`src/rtl/pmc_pkg.sv`:
```
package pmc_pkg;

    localparam int unsigned STEP_W   = 10;
    localparam int unsigned PERIOD_W = 14;
    localparam int unsigned PULSE_W  = 20;
    localparam int unsigned CFG_W    = PULSE_W;
    localparam int unsigned CFG_IDX_W = 2;

    localparam logic [STEP_W-1:0]   TICK_STEP_RESET   = STEP_W'(10);
    localparam logic [PERIOD_W-1:0] FLASH_PERIOD_RESET = PERIOD_W'(500);
    localparam logic [PULSE_W-1:0]  PULSE_DUR_RESET   = PULSE_W'(30000);

    typedef enum logic [CFG_IDX_W-1:0] {
        CFG_TICK_STEP    = 2'd0,
        CFG_FLASH_PERIOD = 2'd1,
        CFG_PULSE_DUR    = 2'd2
    } t_cfg_idx;

    typedef enum logic [1:0] {
        MODE_IDLE  = 2'd0,
        MODE_CONT  = 2'd1,
        MODE_PULSE = 2'd2
    } t_mode;

    typedef enum logic [1:0] {
        PEND_NONE  = 2'd0,
        PEND_PULSE = 2'd1,
        PEND_CONT  = 2'd2
    } t_pend;

    typedef struct packed {
        logic mode_press;
        logic confirm_press;
    } t_in_req;

    typedef struct packed {
        logic       led_red;
        logic       led_grn;
        logic       led_blu;
        logic       pump_one;
        logic       pump_two;
        logic [1:0] mode_code;
        logic [1:0] pending_code;
    } t_out_req;

    typedef struct packed {
        logic [STEP_W-1:0]   tick_step;
        logic [PERIOD_W-1:0] flash_period;
        logic [PULSE_W-1:0]  pulse_dur;
    } t_cfg;

    typedef struct packed {
        logic red;
        logic green;
        logic blue;
        logic pump_one;
        logic pump_two;
    } t_pins;

    typedef struct packed {
        t_mode               mode;
        t_pend               pend;
        logic                flashing;
        logic [PERIOD_W-1:0] flash_count;
        logic [PULSE_W-1:0]  pulse_rem;
        logic                allowed;
        t_pins               pins;
    } t_state;

    localparam t_state STATE_RESET = '{
        mode:        MODE_IDLE,
        pend:        PEND_NONE,
        flashing:    1'b0,
        flash_count: '0,
        pulse_rem:   '0,
        allowed:     1'b1,
        pins:        '{red: 1'b0, green: 1'b1, blue: 1'b0, pump_one: 1'b0, pump_two: 1'b0}
    };

endpackage

```
`src/rtl/pump_mode_controller.sv`:
```
// Channel   Direction  Handshake                     Payload
// in        request    i_in_valid / o_in_stall       i_in_data  (t_in_req)
// out       result     o_out_valid / i_out_stall     o_out_data (t_out_req)
// cfg       write      i_cfg_valid / o_cfg_ready     i_cfg_index, i_cfg_data
//
// One request per cycle is sustained while the result is not stalled; a request
// passes through the input register, then the state and result register.
// The controller state is updated in the same cycle the result register loads.
// Reset is synchronous on i_rst_n low and restores the power-up pin pattern.
// A stalled result holds; one more request can wait in the input register.
module pump_mode_controller (
    input  logic                                i_clk,
    input  logic                                i_rst_n,
    input  logic                                i_in_valid,
    output logic                                o_in_stall,
    input  pmc_pkg::t_in_req                    i_in_data,
    output logic                                o_out_valid,
    input  logic                                i_out_stall,
    output pmc_pkg::t_out_req                   o_out_data,
    input  logic                                i_cfg_valid,
    output logic                                o_cfg_ready,
    input  logic [pmc_pkg::CFG_IDX_W-1:0]       i_cfg_index,
    input  logic [pmc_pkg::CFG_W-1:0]           i_cfg_data
);

    logic              r_in_valid;
    pmc_pkg::t_in_req  r_in_data;
    logic              r_out_valid;
    pmc_pkg::t_out_req r_out_data;
    pmc_pkg::t_state   r_state;
    pmc_pkg::t_state   n_state;
    pmc_pkg::t_cfg     r_cfg;
    logic              out_open;
    logic              fire;

    assign out_open    = !r_out_valid || !i_out_stall;
    assign fire        = r_in_valid && out_open;
    assign o_in_stall  = !i_rst_n || (r_in_valid && !out_open);
    assign o_cfg_ready = i_rst_n;
    assign o_out_valid = r_out_valid;
    assign o_out_data  = r_out_data;

    always_ff @(posedge i_clk) begin
        if (!i_rst_n) begin
            r_cfg.tick_step    <= pmc_pkg::TICK_STEP_RESET;
            r_cfg.flash_period <= pmc_pkg::FLASH_PERIOD_RESET;
            r_cfg.pulse_dur    <= pmc_pkg::PULSE_DUR_RESET;
        end else if (i_cfg_valid) begin
            case (pmc_pkg::t_cfg_idx'(i_cfg_index))
                pmc_pkg::CFG_TICK_STEP: begin
                    r_cfg.tick_step <= i_cfg_data[pmc_pkg::STEP_W-1:0];
                end
                pmc_pkg::CFG_FLASH_PERIOD: begin
                    r_cfg.flash_period <= i_cfg_data[pmc_pkg::PERIOD_W-1:0];
                end
                pmc_pkg::CFG_PULSE_DUR: begin
                    r_cfg.pulse_dur <= i_cfg_data[pmc_pkg::PULSE_W-1:0];
                end
                default: begin
                end
            endcase
        end
    end

    always_ff @(posedge i_clk) begin
        if (!i_rst_n) begin
            r_in_valid <= 1'b0;
        end else if (!o_in_stall) begin
            r_in_valid <= i_in_valid;
        end
    end

    always_ff @(posedge i_clk) begin
        if (!o_in_stall) begin
            r_in_data <= i_in_data;
        end
    end

    pmc_next u_next (
        .i_state (r_state),
        .i_req   (r_in_data),
        .i_cfg   (r_cfg),
        .o_state (n_state)
    );

    always_ff @(posedge i_clk) begin
        if (!i_rst_n) begin
            r_state     <= pmc_pkg::STATE_RESET;
            r_out_valid <= 1'b0;
        end else if (fire) begin
            r_state     <= n_state;
            r_out_valid <= 1'b1;
        end else if (out_open) begin
            r_out_valid <= 1'b0;
        end
    end

    always_ff @(posedge i_clk) begin
        if (fire) begin
            r_out_data.led_red      <= n_state.pins.red;
            r_out_data.led_grn      <= n_state.pins.green;
            r_out_data.led_blu      <= n_state.pins.blue;
            r_out_data.pump_one     <= n_state.pins.pump_one;
            r_out_data.pump_two     <= n_state.pins.pump_two;
            r_out_data.mode_code    <= n_state.mode;
            r_out_data.pending_code <= n_state.pend;
        end
    end

endmodule

```
`src/rtl/pmc_next.sv`:
```
module pmc_next (
    input  pmc_pkg::t_state  i_state,
    input  pmc_pkg::t_in_req i_req,
    input  pmc_pkg::t_cfg    i_cfg,
    output pmc_pkg::t_state  o_state
);

    function automatic pmc_pkg::t_state commit(pmc_pkg::t_state s, pmc_pkg::t_mode m);
        pmc_pkg::t_state r;
        r = s;
        r.pins.red    = 1'b0;
        r.pins.green  = 1'b0;
        r.pins.blue   = 1'b0;
        r.pend        = pmc_pkg::PEND_NONE;
        r.flashing    = 1'b0;
        r.flash_count = '0;
        case (m)
            pmc_pkg::MODE_IDLE: begin
                r.pins.green    = 1'b1;
                r.pins.pump_one = 1'b0;
                r.pins.pump_two = 1'b0;
                r.allowed       = 1'b1;
            end
            pmc_pkg::MODE_CONT: begin
                r.pins.blue = 1'b1;
                if (s.allowed) begin
                    r.pins.pump_one = 1'b1;
                    r.pins.pump_two = 1'b1;
                end
            end
            default: begin
                r.pins.red      = 1'b1;
                r.pins.pump_one = 1'b0;
                r.pins.pump_two = 1'b0;
                r.pulse_rem     = '0;
            end
        endcase
        r.mode = m;
        return r;
    endfunction

    logic [pmc_pkg::PERIOD_W:0]  flash_sum;
    logic [pmc_pkg::PULSE_W-1:0] step_wide;

    assign step_wide = pmc_pkg::PULSE_W'(i_cfg.tick_step);

    always_comb begin
        o_state   = i_state;
        flash_sum = '0;

        if (i_req.mode_press) begin
            case (o_state.pend)
                pmc_pkg::PEND_NONE: begin
                    o_state.pend        = pmc_pkg::PEND_PULSE;
                    o_state.flashing    = 1'b1;
                    o_state.flash_count = '0;
                end
                pmc_pkg::PEND_PULSE: begin
                    o_state.pend        = pmc_pkg::PEND_CONT;
                    o_state.flash_count = '0;
                end
                default: begin
                    o_state = commit(o_state, pmc_pkg::MODE_IDLE);
                end
            endcase
        end

        if (i_req.confirm_press) begin
            case (o_state.pend)
                pmc_pkg::PEND_PULSE: begin
                    o_state = commit(o_state, pmc_pkg::MODE_PULSE);
                end
                pmc_pkg::PEND_CONT: begin
                    o_state = commit(o_state, pmc_pkg::MODE_CONT);
                end
                default: begin
                    // Nothing pending: confirm acts on the committed mode.
                    case (o_state.mode)
                        pmc_pkg::MODE_PULSE: begin
                            o_state.pins.pump_one = 1'b1;
                            o_state.pins.pump_two = 1'b1;
                            o_state.pulse_rem     = i_cfg.pulse_dur;
                        end
                        pmc_pkg::MODE_CONT: begin
                            o_state.allowed       = !o_state.allowed;
                            o_state.pins.pump_one = !o_state.allowed ? 1'b0 : 1'b1;
                            o_state.pins.pump_two = !o_state.allowed ? 1'b0 : 1'b1;
                        end
                        default: begin
                        end
                    endcase
                end
            endcase
        end

        if (o_state.flashing) begin
            flash_sum = {1'b0, o_state.flash_count}
                      + (pmc_pkg::PERIOD_W + 1)'(i_cfg.tick_step);
            if (flash_sum >= {1'b0, i_cfg.flash_period}) begin
                o_state.flash_count = '0;
            end else begin
                o_state.flash_count = flash_sum[pmc_pkg::PERIOD_W-1:0];
            end
            if (o_state.flash_count < (i_cfg.flash_period >> 1)) begin
                o_state.pins.red   = 1'b0;
                o_state.pins.green = 1'b0;
                o_state.pins.blue  = 1'b0;
            end else if (o_state.pend == pmc_pkg::PEND_PULSE) begin
                o_state.pins.red = 1'b1;
            end else if (o_state.pend == pmc_pkg::PEND_CONT) begin
                o_state.pins.blue = 1'b1;
            end
        end

        // The countdown saturates at zero and then drops both pumps.
        if (o_state.mode == pmc_pkg::MODE_PULSE && o_state.pulse_rem != '0) begin
            if (o_state.pulse_rem > step_wide) begin
                o_state.pulse_rem = o_state.pulse_rem - step_wide;
            end else begin
                o_state.pulse_rem     = '0;
                o_state.pins.pump_one = 1'b0;
                o_state.pins.pump_two = 1'b0;
            end
        end
    end

endmodule

```
`config.mk`:
```
export PLATFORM = sky130hd
export DESIGN_NAME = pump_mode_controller
export DESIGN_NICKNAME = d
export VERILOG_FILES = /design/src/rtl/pmc_pkg.sv /design/src/rtl/pump_mode_controller.sv /design/src/rtl/pmc_next.sv
export SDC_FILE = /design/constraint.sdc
export NUM_CORES = 1
export LEC_CHECK = 0
export BUFFER_PORTS_ARGS = -buffer_cell sky130_fd_sc_hd__buf_2
export CORE_ASPECT_RATIO = 0.7
export CORE_UTILIZATION = 38
export CTS_CLUSTER_SIZE = 28
export DETAILED_ROUTE_END_ITERATION = 8
export PLACE_DENSITY_LB_ADDON = 0.1
export SYNTH_ARGS = -nofsm -noshare
export SYNTH_HDL_FRONTEND = slang
export SYNTH_SLANG_ARGS = --single-unit
```
`constraint.sdc`:
```
create_clock -name i_clk -period 12.9 [get_ports i_clk]
set_input_delay 0.645 -clock i_clk [delete_from_list [all_inputs] [get_ports i_clk]]
set_output_delay 0.645 -clock i_clk [all_outputs]
set_load 0.03 [all_outputs]
```
==> flow_summary.ini <==
[critical_path]
path_class = reg -> reg
cpPeakStageDelay_ps = 630
required_ps = 12990
end_kind = register
r2r_slack_ps = 5020
crit_arrival_ps = 7970
cp-start-kind = register
crit_slowest_cell = nor2_1
regToRegEndpoint = o_out_data[8]
worstPathMaxFanout = 36
rr_worst_depth = 28
cp_num_buf_inv = 1
cpMostUsedCell = ha_1
critPathTopFamily = compound AO/OA/AOI/OAI gates
r2r_start = r_in_data[1]

[placed_design]
port_buffers = 40
preCtsSetupSlack_ps = 5116
dpl.hpwl_um = 13620
place.gp.congestion = 0.9094

[drt]
wl_per_cell_um = 17.48
firstDrtPassIters = 5
wl_um = 18680
via_per_inst = 5.586
final_antenna_net_count = 0
drc = 0
drt_iter0_drc = 357
vias = 5971

[synth]
yosys_most_used_dff = dfxtp_1
yosysWarnings = 0
synth_top_area_frac = 0.2698
yosys.area.top_type = dfxtp_1
synthTopCellsByCount = nand2_1 (105), dfxtp_1 (91), ha_1 (52)
synth_seq_area_share = 0.3187
synthArstFlopShare = 0
synthesis.nets = 902
ys_seq_elements = 102
synth_cells = 819
synth_edf_count = 11
synth_most_common_cell = nand2_1
yosys-top-cells-area = dfxtp_1 (27%), ha_1 (9.6%), nand2_1 (5.8%), edfxtp_1 (4.9%), nor2b_1 (4.1%)
synth_area_per_cell_um2 = 8.245
synth_cell_types = 69
syn_area_um2 = 6753

[cts]
cts.sinks = 102
path_clk_slew_ps = 70
cts_buffers = 9
cts_buffer_depth = 2
post_cts_resized = 0
clock-root-buffer = clkbuf_16
cts_tree = built
hold_buffers = 0
postCtsSetupBuffers = 0
h-tree-depth = 3
clkLatencyLatePin_ps = 360

[power_and_ir_drop]
p_sw_frac = 0.3145
combPwrFrac = 0.207
leakage_nw = 3.002
p_int_mw = 0.5289
vdd_drop_max_mv = 0.05549
powerDensity_nw_per_um2 = 104.5
power_frac_clock = 0.350
pwr-share-seq = 0.443
switchingPower_mw = 0.2427

[finish]
syn_to_final_growth_pct = 9.301
n_fill_cell = 1746
drive_above_1_share = 0.09547
num-nets-final = 916
utilization = 0.4275
multi_input_area_um2 = 4264
diodes = 0
seqCellArea_um2 = 2152

[floorplanning]
fp.dieH_um = 113.5
io_pins = 41
core_area_um2 = 17270
start_util = 0.3911
rows = 40
die-area_um2 = 18320
die_w_um = 161.3

[sta]
skew_ps = 8.344
relSlewSlack = 0.2517
fin_ws_ps = 5017
whs_ps = 461.2
tightest_slew_ps = 1118
max_freq_mhz = 126.9
drv_slew = 0
period_share = 0.6111
rsz0062_at_grt = no
finalCriticalPeriod_ps = 7883
finalSetupTns_ps = 0
setup_violations = 0
hold_viol_final = 0

[global_route]
grt_pass1_wl_um = 30120
grt-ovfl-total = 0
grt_start_max_net_pins = 82
antenna_found_initial = 0
grt_pass1_vias = 5600
grt_use_total = 0.2111

[min_path]
min_from = i_in_data[0]
min_to = r_in_data[0]
hold_path.class = in -> reg
holdPathStages = 1

[status]
status = finished clean

[run]
maxCapViolCount = 0
[logic make-up (layout without fill, tap and decap cells)]
group	count (synthesis)	in the layout	share of synthesized area
xor gates and xnor gates	24	24	0.03113
buffers and inverters	81	100	0.05058
muxes	5	5	0.007412
DFF	102	102	0.3187
and+or+nand+nor	327	327	0.2525
adders and majority gates	54	54	0.1023
AOI/OAI and AO/OA	226	226	0.2374
[stage by stage]
stage	total power, mW	std cells	area (um2)
global placement	0.5031	1053	7097
floorplan	0.4629	819	6753
finish	0.7715	1069	7381
global route	0.8127	1069	7381
CTS	0.7802	1069	7381
detailed placement	0.5065	1053	7097
[per-layer routing]
metal | GRT usage | wire length [um] | vias up
li1 | - | - | 2955
met1 | 0.3156 | 9960 | 2822
met2 | 0.3006 | 7371 | 166
met3 | 0.04000 | 951 | 28
met4 | 0.06981 | 399 | 0
met5 | 0 | 0 | -
[placed cells by master, fill, tap and decap left out, types with 3 or more instances in the layout]
cell type / count
nor2_1: 35
a31oi_1: 6
ha_1: 52
a21oi_1: 49
dfxtp_1: 91
buf_4: 7
nand2_1: 105
and2_1: 33
clkbuf_16: 9
or2_2: 6
a2111oi_0: 4
a21o_1: 13
xor2_1: 6
nor2b_1: 44
a221o_1: 4
nor4_1: 3
a211oi_1: 3
nand2b_1: 20
nor3b_1: 11
edfxtp_1: 11
inv_1: 37
a22oi_1: 15
o21ai_1: 5
nand3b_1: 6
a22o_1: 13
nand3_1: 25
xnor2_1: 18
o211ai_1: 14
nor3_1: 14
a221oi_2: 4
o21ai_0: 30
a21boi_0: 28
buf_2: 40
nand4_1: 9
o31ai_1: 5
and3_1: 3
mux2i_1: 5
o21a_1: 7
[power groups by stage]
stage	Sequential, mW	Clock [mW]	Combinational [mW]
after floorplan	0.349	0	0.114
after global placement	0.349	0	0.154
after detailed placement	0.349	0	0.158
after CTS	0.342	0.280	0.159
after global routing	0.344	0.292	0.177
final	0.342	0.270	0.160
[cell type report]
class                      count  share of cell area
timing repair buffer          47             0.03424
clock buffer                  11             0.03289
inverter                      37             0.01882
sequential                   102              0.2916
tap                          231             0.03916
multi-input combinational    636              0.5777
clock inverter                 5            0.005594
[sequential cells by signal (all words and copies together) (netlist names)]
register and count:
r_state 45, r_cfg 44, o_out_valid 1, r_in_data 2
r_in_valid 1, o_out_data 9
[how the worst max path moves through the flow]
| stage | slack [ps] | cells past startpoint | endpoint | from |
|---|---|---|---|---|
| finish | 5020 | 28 | o_out_data[8] | r_in_data[1] |
| global route | 4260 | 28 | o_out_data[8] | r_in_data[1] |
| CTS | 5100 | 28 | o_out_data[8] | r_in_data[1] |
| detailed placement | 5120 | 28 | r_state[3] | r_in_data[1] |
| floorplan | 6620 | 37 | o_out_data[7] | r_in_data[1] |
| global placement | 5520 | 29 | r_state[3] | r_in_data[1] |
Note: power is estimated with default switching activity, not from simulation.
